===== src/sv/spq_pkg.sv =====
`timescale 1ns / 1ps
`default_nettype none
// ----------------------------------------------------------------------------
// spq_pkg
// Shared constants, command and status codes, and the control/status structs
// passed between the queue controller and its datapath.
// ----------------------------------------------------------------------------
package spq_pkg;

  localparam int DEPTH_DEF = 64;

  localparam int CMD_W  = 2;
  localparam int TAG_W  = 32;
  localparam int PRIO_W = 32;
  localparam int POS_W  = 6;
  localparam int STS_W  = 2;
  localparam int OCC_W  = 7;
  localparam int WORD_W = TAG_W + PRIO_W;

  localparam logic [CMD_W-1:0] CMD_ENQ    = 2'd0;
  localparam logic [CMD_W-1:0] CMD_DEQ    = 2'd1;
  localparam logic [CMD_W-1:0] CMD_REMOVE = 2'd2;
  localparam logic [CMD_W-1:0] CMD_PEEK   = 2'd3;

  localparam logic [STS_W-1:0] STS_OK      = 2'd0;
  localparam logic [STS_W-1:0] STS_EMPTY   = 2'd1;
  localparam logic [STS_W-1:0] STS_BAD_POS = 2'd2;
  localparam logic [STS_W-1:0] STS_FULL    = 2'd3;

  // controller -> datapath
  typedef struct packed {
    logic load;      // capture a transfer, start the first store read
    logic enq_step;  // one insertion step
    logic rem_step;  // one gap closing step
    logic tail;      // tail entry read data is valid
    logic emit;      // load the result register
  } spq_ctl_t;

  // datapath -> controller
  typedef struct packed {
    logic start_enq;
    logic start_rem;
    logic start_tail;
    logic enq_more;
    logic rem_more;
  } spq_stat_t;

endpackage
`default_nettype wire


===== src/sv/spq_ctrl.sv =====
`timescale 1ns / 1ps
`default_nettype none
// ----------------------------------------------------------------------------
// spq_ctrl
// Command sequencer: takes one transfer, steps the datapath through the
// insertion, gap closing or tail read, if any, then hands the result to the output.
// ----------------------------------------------------------------------------
module spq_ctrl (
  input  wire logic               clk,
  input  wire logic               rst_n,
  input  wire logic               in_valid,
  output logic                    in_ready,
  output logic                    out_valid,
  input  wire logic               out_ready,
  input  wire spq_pkg::spq_stat_t stat,
  output spq_pkg::spq_ctl_t       ctl
);

  localparam logic [2:0] S_IDLE = 3'd0;
  localparam logic [2:0] S_ENQ  = 3'd1;
  localparam logic [2:0] S_REM  = 3'd2;
  localparam logic [2:0] S_TAIL = 3'd3;
  localparam logic [2:0] S_DONE = 3'd4;

  logic [2:0] state_r, state_nxt;
  logic       out_valid_r, out_valid_nxt;

  always_comb begin
    state_nxt = state_r;
    ctl       = '0;
    unique case (state_r)
      S_IDLE: begin
        if (in_valid) begin
          ctl.load = 1'b1;
          if (stat.start_enq) begin
            state_nxt = S_ENQ;
          end else if (stat.start_rem) begin
            state_nxt = S_REM;
          end else if (stat.start_tail) begin
            state_nxt = S_TAIL;
          end else begin
            state_nxt = S_DONE;
          end
        end
      end
      S_ENQ: begin
        ctl.enq_step = 1'b1;
        if (!stat.enq_more) begin
          state_nxt = S_DONE;
        end
      end
      S_REM: begin
        ctl.rem_step = 1'b1;
        if (!stat.rem_more) begin
          state_nxt = S_DONE;
        end
      end
      S_TAIL: begin
        ctl.tail  = 1'b1;
        state_nxt = S_DONE;
      end
      S_DONE: begin
        // wait for the result register to free up
        if (!out_valid_r || out_ready) begin
          ctl.emit  = 1'b1;
          state_nxt = S_IDLE;
        end
      end
      default: begin
        state_nxt = S_IDLE;
      end
    endcase
  end

  always_comb begin
    out_valid_nxt = out_valid_r;
    if (ctl.emit) begin
      out_valid_nxt = 1'b1;
    end else if (out_ready) begin
      out_valid_nxt = 1'b0;
    end
  end

  always_ff @(posedge clk) begin
    if (!rst_n) begin
      state_r     <= S_IDLE;
      out_valid_r <= 1'b0;
    end else begin
      state_r     <= state_nxt;
      out_valid_r <= out_valid_nxt;
    end
  end

  assign in_ready  = (state_r == S_IDLE);
  assign out_valid = out_valid_r;

endmodule
`default_nettype wire


===== config.mk =====
export PLATFORM = sky130hd
export DESIGN_NAME = spq_ctrl
export DESIGN_NICKNAME = d
export VERILOG_FILES = /design/src/sv/spq_pkg.sv /design/src/sv/spq_ctrl.sv
export SDC_FILE = /design/constraint.sdc
export NUM_CORES = 1
export LEC_CHECK = 0
export ABC_AREA = 1
export ABC_CLOCK_PERIOD_IN_PS = 1930
export CAP_MARGIN = 15
export CORE_AREA = 5 5 42 44
export CTS_CLUSTER_SIZE = 12
export DETAILED_ROUTE_END_ITERATION = 7
export DIE_AREA = 0 0 47 49
export DONT_BUFFER_PORTS = 1
export PLACE_DENSITY = 0.37
export REMOVE_ABC_BUFFERS = 1
export SYNTH_ARGS = -nofsm -noshare
export SYNTH_HDL_FRONTEND = slang
export SYNTH_SLANG_ARGS = --single-unit

===== constraint.sdc =====
create_clock -name clk -period 1.93 [get_ports clk]
set_input_delay 0.0965 -clock clk [delete_from_list [all_inputs] [get_ports clk]]
set_output_delay 0.0965 -clock clk [all_outputs]
set_load 0.01 [all_outputs]

==> flow_metrics.tcl, run 1 <==
set metrics [dict create \
    outcome "finished clean" \
    finalClockSkew_ns 0.000916 \
    root_buffer "clkbuf_4" \
    antenna_left 0 \
    cts_max_level 1 \
    wirelength_um 672 \
    start_kind "flop" \
    hold_ws_ns 0.0446 \
    rows 14 \
    yosysTopAreaCell "dfxtp_1" \
    io-pin-count 16 \
    period_minus_slack_ns 1.23 \
    grt_overflow 0 \
    peakVddDrop_mv 0.458 \
    maxCapViolCount 0 \
    setup_ws_ns 0.701 \
    seq_area_frac_synth 0.271 \
    dp_hpwl_um 595 \
    crit_path_end "ctl[0]" \
    dieArea_um2 2300 \
    critPathCaptureType "primary output" \
    cts_made_buffers 3 \
    cp-startpoint "state_r[1]$_SDFFE_PN0P_" \
    core_um2 1400 \
    path_max_fanout 5 \
    synth-xor-area-share 0 \
    gr-usage-all-layers 0.0662 \
    worst_ep_arrival_time_ns 1.13 \
    final.period_utilization 0.637 \
    num-nets-final 62 \
    avgViaCountPerCell 4.33 \
    syn_to_final_growth_pct 15.3 \
    grt_pass1_vias 290 \
    rsz0062_at_grt "no" \
    r2r_end "state_r[2]$_SDFFE_PN0P_" \
    synth-simple-area-share 0.551 \
    place_ws_ns 0.796 \
    yosys_warnings 0 \
    fin_area_um2 340 \
    drive_gt1_frac 0.235 \
    syn_area_um2 295 \
    setup-tns-final_ns 0 \
    cts_tree "yes" \
    rr_worst_depth 7 \
    drtIter0Drc 9 \
    drc 0 \
    clockBufferDepth 2 \
    synth_compound_area_frac 0.0508 \
    synthMuxAreaShare 0 \
    fmax_ghz 0.813 \
    clk_pin_slew_ns 0.04 \
    holdCritPathClass "input port to flop" \
    portBuffers 0 \
    ys_seq_elements 4 \
    yosys-top-cells-area "dfxtp_1 27%, nor2_1 17%, nand2_1 8.9%, inv_1 7.6%, nor3_2 6.8%" \
    dieWidth_um 47 \
    die_height_um 49 \
    detailedRoute.firstPassIterationCount 4 \
    rrSetupSlack_ns 0.81 \
    tightest_slew_ns 0.371 \
    clock_latency_ns 0.23 \
    setup_viol 0 \
    r2r-start "state_r[2]$_SDFFE_PN0P_" \
    synth_top_area_frac 0.271 \
    wl_per_cell_um 10.0 \
    yosysUniqueCellTypes 16 \
    worstSetupPathType "flop to primary output" \
    grt_max_degree 7 \
    synth_area_per_cell_um2 6.15 \
    syn_inst 48 \
    vias 290 \
    synth_adder_area_share 0 \
    slew_headroom 0.751 \
    critical_path_required_ns 1.83 \
    antenna_found_initial 0 \
    p_leak_nw 0.173 \
    p_per_area_nw_per_um2 1670 \
    hold_viol_final 0 \
    num_antenna_cells 0 \
    grt_pass1_wl_um 1100 \
    synth_top_family_by_area "simple AND/OR/NAND/NOR gates" \
    floorplan.initialDensity 0.211 \
    placed_area_um2 308 \
    gp_congestion 0.680 \
    clock-sinks 4 \
    slew_violations 0 \
]
## cell usage after synthesis
cell / n
nor2_1: 13
nand2_1: 7
inv_1: 6
dfxtp_1: 4
nand3_1: 3
inv_2: 2
nand2_2: 2
nor3_1: 2
nor3_2: 2
a21oi_1: 1
buf_4: 1
nand4_2: 1
nor2_2: 1
nor2_4: 1
o21ai_0: 1
o21ai_1: 1
## per-layer routing
metal  part of all wire  GRT usage  routed length, um
met2               0.43     0.0860                287
met3               0.14     0.0406                 92
met4                  0     0.0276                  0
met5                  0          0                  0
met1               0.44     0.0855                293
## state kept, by name, indices dropped and copies added, names as in the netlist
register,count
state_r,3
out_valid,1
## cells in the final DEF, fill, tap and decap left out, types with 2 or more instances in the layout
master     n
clkbuf_4   3
inv_2      2
nor3_1     2
nor2_1    13
dfxtp_1    4
nand3_1    3
nand2_2    2
nand2_1    7
inv_1      6
nor3_2     2
## how the worst min path moves through the flow
stage,start,end,slack (ns),depth (start not counted)
finish,stat[4],state_r[1]$_SDFFE_PN0P_,0.04,3
detailed placement,rst_n,state_r[0]$_SDFFE_PN0P_,0.22,2
global route,stat[4],state_r[1]$_SDFFE_PN0P_,0.05,3
global placement,rst_n,state_r[0]$_SDFFE_PN0P_,0.22,2
floorplan,rst_n,state_r[2]$_SDFFE_PN0P_,0.22,2
CTS,stat[4],state_r[1]$_SDFFE_PN0P_,0.04,3
## cell families (layout without fill, tap and decap cells)
group                  after synthesis  after routing
AOI/OAI and AO/OA                    3              3
buffers and inverters                9             12
DFF                                  4              4
and+or+nand+nor                     32             32
## worst max-delay path, cell delays in order (launching register included)
cell,delay [ns]
dfxtp_1,0.35
nor2_2,0.18
inv_1,0.09
nor3_2,0.29
## stage by stage
stage,power [mW],util,cells
3_5_place_dp,0.477,0.220,63
5_1_grt,0.637,0.243,67
2_1_floorplan,0.420,-,47
4_1_cts,0.585,0.243,67
3_3_place_gp,0.480,0.220,63
6_report,0.569,0.243,67
## report_power, final
part           leakage (nW)  total (mW)  internal [mW]  switching, mW
sequential           0.0329       0.160          0.115         0.0451
clock                0.0138      0.0996         0.0693         0.0303
combinational         0.127       0.309         0.0985          0.210
total                 0.173       0.569          0.283          0.286
## final cells by class
type	count	area (um2)
clock buffer	3	22.5
fill	180	1060
inverter	8	30.0
multi-input combinational	35	178
sequential	4	80.1
tap	16	20.0
timing repair buffer	1	10.0
## timing repair
| action | 4_1_cts | 5_1_grt |
|---|---|---|
| setup buffers | 0 | 0 |
| hold buffers | 1 | 0 |
| resized for setup | 0 | 0 |
| hold endpoints to repair | 4 | 0 |
No activity file was read; power rests on OpenSTA's default activity.
==> run 2, diff against run 1 <==
Settings changed: ABC_CLOCK_PERIOD_IN_PS 1930 to 1200.
Clock period 1.93 ns to 1.2 ns, I/O delays scaled along.
==> run 2 against run 1 <==
Net effect: utilization up 4.6 points; sequential share of layout area down 1.5 points; critical path type unchanged; via count up 4.5%; clock skew up 0.0011 ns; setup slack worse by 0.67 ns; hold slack worse by 0.025 ns; cell count up 7.5%; highest routed layer unchanged; combinational power up 100%; global-route usage up 0.14 points.
==> flow_metrics.tcl, run 2 (synthesized netlist as in run 1, its figures left out) <==
set metrics [dict create \
    p_per_area_nw_per_um2 2640 \
    detailedRoute.firstPassIterationCount 4 \
    finalClockSkew_ns 0.00205 \
    drtIter0Drc 5 \
    hold_start "stat[0]" \
    cts_made_buffers 3 \
    gr-usage-all-layers 0.0676 \
    grt_pass1_vias 277 \
    portBuffers 0 \
    rows 14 \
    num-nets-final 67 \
    antenna_found_initial 0 \
    slowest_delay_ns 0.36 \
    rsz0062_at_grt "yes" \
    start_kind "flop" \
    setup_viol 0 \
    io-pin-count 16 \
    grt_overflow 0 \
    fillerInstances 181 \
    holdPathEnd "state_r[1]$_SDFFE_PN0P_" \
    syn_to_final_growth_pct 36.9 \
    drive_gt1_frac 0.357 \
    clockBufferDepth 2 \
    peakVddDrop_mv 0.825 \
    r2r_end "state_r[2]$_SDFFE_PN0P_" \
    final_common_cell "nor2_1" \
    rrSetupSlack_ns 0.09 \
    floorplan.initialDensity 0.211 \
    grt_max_degree 7 \
    hold_viol_final 0 \
    clk_pin_slew_ns 0.04 \
    maxCapViolCount 0 \
    clock-sinks 4 \
    slew_violations 0 \
    cts_max_level 1 \
    die_height_um 49 \
    layout_common_cells "13 x nor2_1, 7 x nand2_1, 5 x inv_1" \
    worstSetupPathType "flop to primary output" \
    worst_ep_arrival_time_ns 1.11 \
    p_total_mw 1.07 \
    vias 303 \
    final.period_utilization 0.976 \
    slew_headroom 0.754 \
    holdPathStages 2 \
    holdCritPathClass "input port to flop" \
    r2r-start "state_r[1]$_SDFFE_PN0P_" \
    placed_cells 66 \
    clock_latency_ns 0.23 \
    root_buffer "clkbuf_4" \
    rr_worst_depth 8 \
    num_antenna_cells 0 \
    period_minus_slack_ns 1.17 \
    regMostFlops "state_r" \
    multi_input_area_um2 189 \
    cts_tree "yes" \
    drc 0 \
    wl_per_cell_um 9.96 \
    dieWidth_um 47 \
    p_leak_nw 0.202 \
    core_um2 1400 \
    hold_ws_ns 0.0194 \
    grt_pass1_wl_um 1120 \
    dieArea_um2 2300 \
    final_util 0.288 \
    ff_latch_area_um2 88.8 \
    setup-tns-final_ns 0 \
    path_max_fanout 5 \
    antenna_left 0 \
    tightest_slew_ns 0.366 \
    largest_reg_flops 3 \
    cp_cell_sequence "nor2_4 > inv_2 > nor3_4 > buf_6" \
    avgViaCountPerCell 4.21 \
    critical_path_required_ns 1.14 \
    fmax_ghz 0.853 \
    outcome "finished clean" \
    wirelength_um 717 \
    final_cell_count_no_fill 72 \
    crit_slowest_cell "dfxtp_4" \
    critPathCaptureType "primary output" \
    gp_congestion 0.701 \
]
## run 2: cell types whose count changed in the layout (fill, tap and decap cells not counted), sizes merged
cell	previous run	this run
buf	0	4
dlygate4sd3	1	2
## run 2: metal layers
metal | wire length [um] | share of wire | global-route usage | vias to the layer above
met3 | 85 | 0.12 | 0.0406 | 0
li1 | - | - | - | 167
met4 | 0 | 0 | 0.0276 | 0
met1 | 327 | 0.46 | 0.0965 | 124
met5 | 0 | 0 | 0 | -
met2 | 304 | 0.42 | 0.0792 | 12
## run 2: how the worst max path moves through the flow
stage                                 start                      end  depth (start not counted)
floorplan            out_valid$_SDFFE_PN0P_  state_r[2]$_SDFFE_PN0P_                          7
detailed placement  state_r[2]$_SDFFE_PN0P_  state_r[2]$_SDFFE_PN0P_                          7
global route        state_r[1]$_SDFFE_PN0P_                   ctl[0]                          4
CTS                 state_r[0]$_SDFFE_PN0P_                   ctl[0]                          4
finish              state_r[1]$_SDFFE_PN0P_                   ctl[0]                          4
global placement    state_r[2]$_SDFFE_PN0P_  state_r[2]$_SDFFE_PN0P_                          7
## run 2: final cells by class
type,instances,area share
clock buffers,3,0.0557
inverters,8,0.0743
flip-flops and latches,4,0.220
multi-input cells,35,0.467
repair buffers,6,0.133
well taps,16,0.0495
## run 2: metrics by stage
step	worst slack [ns]	instance area, um2
5_1_grt	-0.0206	404
2_1_floorplan	0.169	288
4_1_cts	0.00162	377
6_report	0.0283	404
3_3_place_gp	0.0496	330
3_5_place_dp	0.0713	330
## run 2: timing repair
action,CTS,global route
gates cloned,0,0
endpoints found under the setup margin,1,2
gates resized for setup,3,6
pin swaps,2,2
buffers inserted,0,1
hold endpoints to repair,4,0
hold buffers,2,0
## run 2: where the power goes
group	internal (mW)	switching (mW)	leakage [nW]	total (mW)
Clock	0.111	0.0475	0.0138	0.159
Sequential	0.204	0.0812	0.0346	0.285
Combinational	0.246	0.377	0.154	0.623
Total	0.561	0.505	0.202	1.07
## run 2: critical path, delay by kind of cell (launching register included)
family	cells	cell delay, ns
buffers and inverters	2	0.19
DFF	1	0.36
and+or+nand+nor	2	0.33
==> run 3, diff against run 2 <==
Settings changed: ABC_AREA 1 to not set, ABC_CLOCK_PERIOD_IN_PS 1200 to 1500.
Clock period 1.2 ns to 1.5 ns, I/O delays scaled along.
==> run 3 against run 2 <==
Net effect: first-iteration DRC count decreased by 20%; critical path depth decreased by 2; synthesized area decreased by 0.42%; cell count decreased by 25%; sequential power decreased by 17%; sequential share of layout area increased by 2.6 points; routed wire length decreased by 1.7%; setup slack improved by 0.15 ns; hold slack got worse by 0.0050 ns; non-clock buffer count decreased by 4; largest cell class unchanged; final area decreased by 20%; utilization decreased by 5.6 points.
==> flow_metrics.tcl, run 3 <==
set metrics [dict create \
    outcome "finished clean" \
    cts_max_level 1 \
    cts_setup_buffers 0 \
    synth_area_per_cell_um2 7.95 \
    grt_pass1_wl_um 1150 \
    fmax_ghz 0.754 \
    synth-edff-count 0 \
    layout_common_cells "4 x nand2_1, 4 x dfxtp_1, 3 x mux2i_1, 3 x clkbuf_4" \
    gp_congestion 0.692 \
    dieArea_um2 2300 \
    postCtsHoldBufs 1 \
    grt_max_degree 10 \
    slew_headroom 0.731 \
    clockBufferDepth 2 \
    root_buffer "clkbuf_4" \
    critical_path_required_ns 1.42 \
    num_antenna_cells 0 \
    hold_viol_final 0 \
    drc 0 \
    cts_tree "yes" \
    cts_resized 0 \
    syn_area_um2 294 \
    detailedRoute.firstPassIterationCount 2 \
    tightest_slew_ns 0.400 \
    clock-sinks 4 \
    wirelength_um 705 \
    yosysUniqueCellTypes 23 \
    gr-usage-all-layers 0.0718 \
    num-nets-final 49 \
    drtIter0Drc 4 \
    largest_reg_flops 3 \
    rsz0062_at_grt "no" \
    placed_cells 50 \
    slew_violations 0 \
    final.period_utilization 0.884 \
    synth_top_area_frac 0.272 \
    vias 254 \
    final_cell_count_no_fill 54 \
    p_per_area_nw_per_um2 2200 \
    syn_inst 37 \
    yosys-top-cells-area "dfxtp_1 27%, mux2i_1 10%, and3_2 5.1%, nand2_1 5.1%, nor3b_1 5.1%" \
    syn_to_final_growth_pct 10.6 \
    yosysTopAreaCell "dfxtp_1" \
    core_um2 1400 \
    portBuffers 0 \
    floorplan.initialDensity 0.210 \
    setup_viol 0 \
    dieWidth_um 47 \
    synth-main-ff-cell "dfxtp_1" \
    rows 14 \
    ys_seq_elements 4 \
    peakVddDrop_mv 0.488 \
    yosys_warnings 0 \
    cts_made_buffers 3 \
    worst_ep_arrival_time_ns 1.25 \
    period_minus_slack_ns 1.33 \
    r2r-start "state_r[2]$_SDFFE_PN0P_" \
    p_leak_nw 0.132 \
    drive_gt1_frac 0.211 \
    seq_area_frac_synth 0.272 \
    start_kind "flop" \
    regMostFlops "state_r" \
    antenna_left 0 \
    async_flop_share 0 \
    holdCritPathClass "input port to flop" \
    finalClockSkew_ns 0.00312 \
    cp-startpoint "state_r[1]$_SDFFE_PN0P_" \
    grt_pass1_vias 266 \
    path_max_fanout 9 \
    grt_overflow 0 \
    io-pin-count 16 \
    wl_per_cell_um 13.1 \
    clock_latency_ns 0.23 \
    dp_hpwl_um 536 \
    antenna_found_initial 0 \
    critPathCaptureType "primary output" \
    netlist_top_cells_count "4 x dfxtp_1, 4 x nand2_1, 3 x mux2i_1" \
    avgViaCountPerCell 4.70 \
    maxCapViolCount 0 \
    clk_pin_slew_ns 0.04 \
    setup-tns-final_ns 0 \
    die_height_um 49 \
    fillerInstances 171 \
    worstSetupPathType "flop to primary output" \
    hold_start "rst_n" \
]
[run 3: logic make-up after synthesis]
logic type	Yosys count	synth area share
AOI/OAI and AO/OA	7	0.183
buffers and inverters	7	0.145
DFF	4	0.272
muxes	3	0.102
and+or+nand+nor	16	0.298
[run 3: path summary, 6_finish.rpt]
check	to	slack (ns)	cells past startpoint
max	ctl[4]	0.17	2
min	state_r[2]$_SDFFE_PN0P_	0.01	2
max reg2reg	state_r[0]$_SDFFE_PN0P_	0.20	4
min reg2reg	state_r[1]$_SDFFE_PN0P_	0.57	2
[run 3: final cells by class]
class	count	area (um2)	share of cell area
Inverter	3	13.8	0.0423
Tap cell	16	20.0	0.0615
Multi-Input combinational cell	26	171	0.527
Clock buffer	3	22.5	0.0692
Sequential cell	4	80.1	0.246
Timing Repair Buffer	2	17.5	0.0538
[run 3: critical path: stages (launching register included)]
cell,delay [ns]
dfxtp_1,0.38
nor3_1,0.40
and2_1,0.24
[run 3: layer usage]
layer / vias to the layer above / wire [um] / global-route usage
met5: - / 0 / 0
met4: 0 / 0 / 0.0276
met3: 0 / 67 / 0.0701
met2: 7 / 319 / 0.0928
met1: 115 / 319 / 0.0789
li1: 132 / - / -
[run 3: stage by stage]
stage / utilization / power (mW) / instance area (um2) / hold slack [ns] / setup slack (ns)
6_report: 0.232 / 0.717 / 325 / 0.0144 / 0.174
5_1_grt: 0.232 / 0.793 / 325 / 0.0209 / 0.0663
4_1_cts: 0.232 / 0.737 / 325 / 0.00556 / 0.159
3_5_place_dp: 0.209 / 0.588 / 293 / 0.233 / 0.196
3_3_place_gp: 0.209 / 0.590 / 293 / 0.236 / 0.208
2_1_floorplan: - / 0.491 / 265 / 0.223 / 0.283
[run 3: report_power, final]
| group | internal [mW] | total (mW) | switching (mW) |
|---|---|---|---|
| Clock | 0.0896 | 0.134 | 0.0446 |
| Sequential | 0.150 | 0.237 | 0.0862 |
| Combinational | 0.168 | 0.346 | 0.178 |
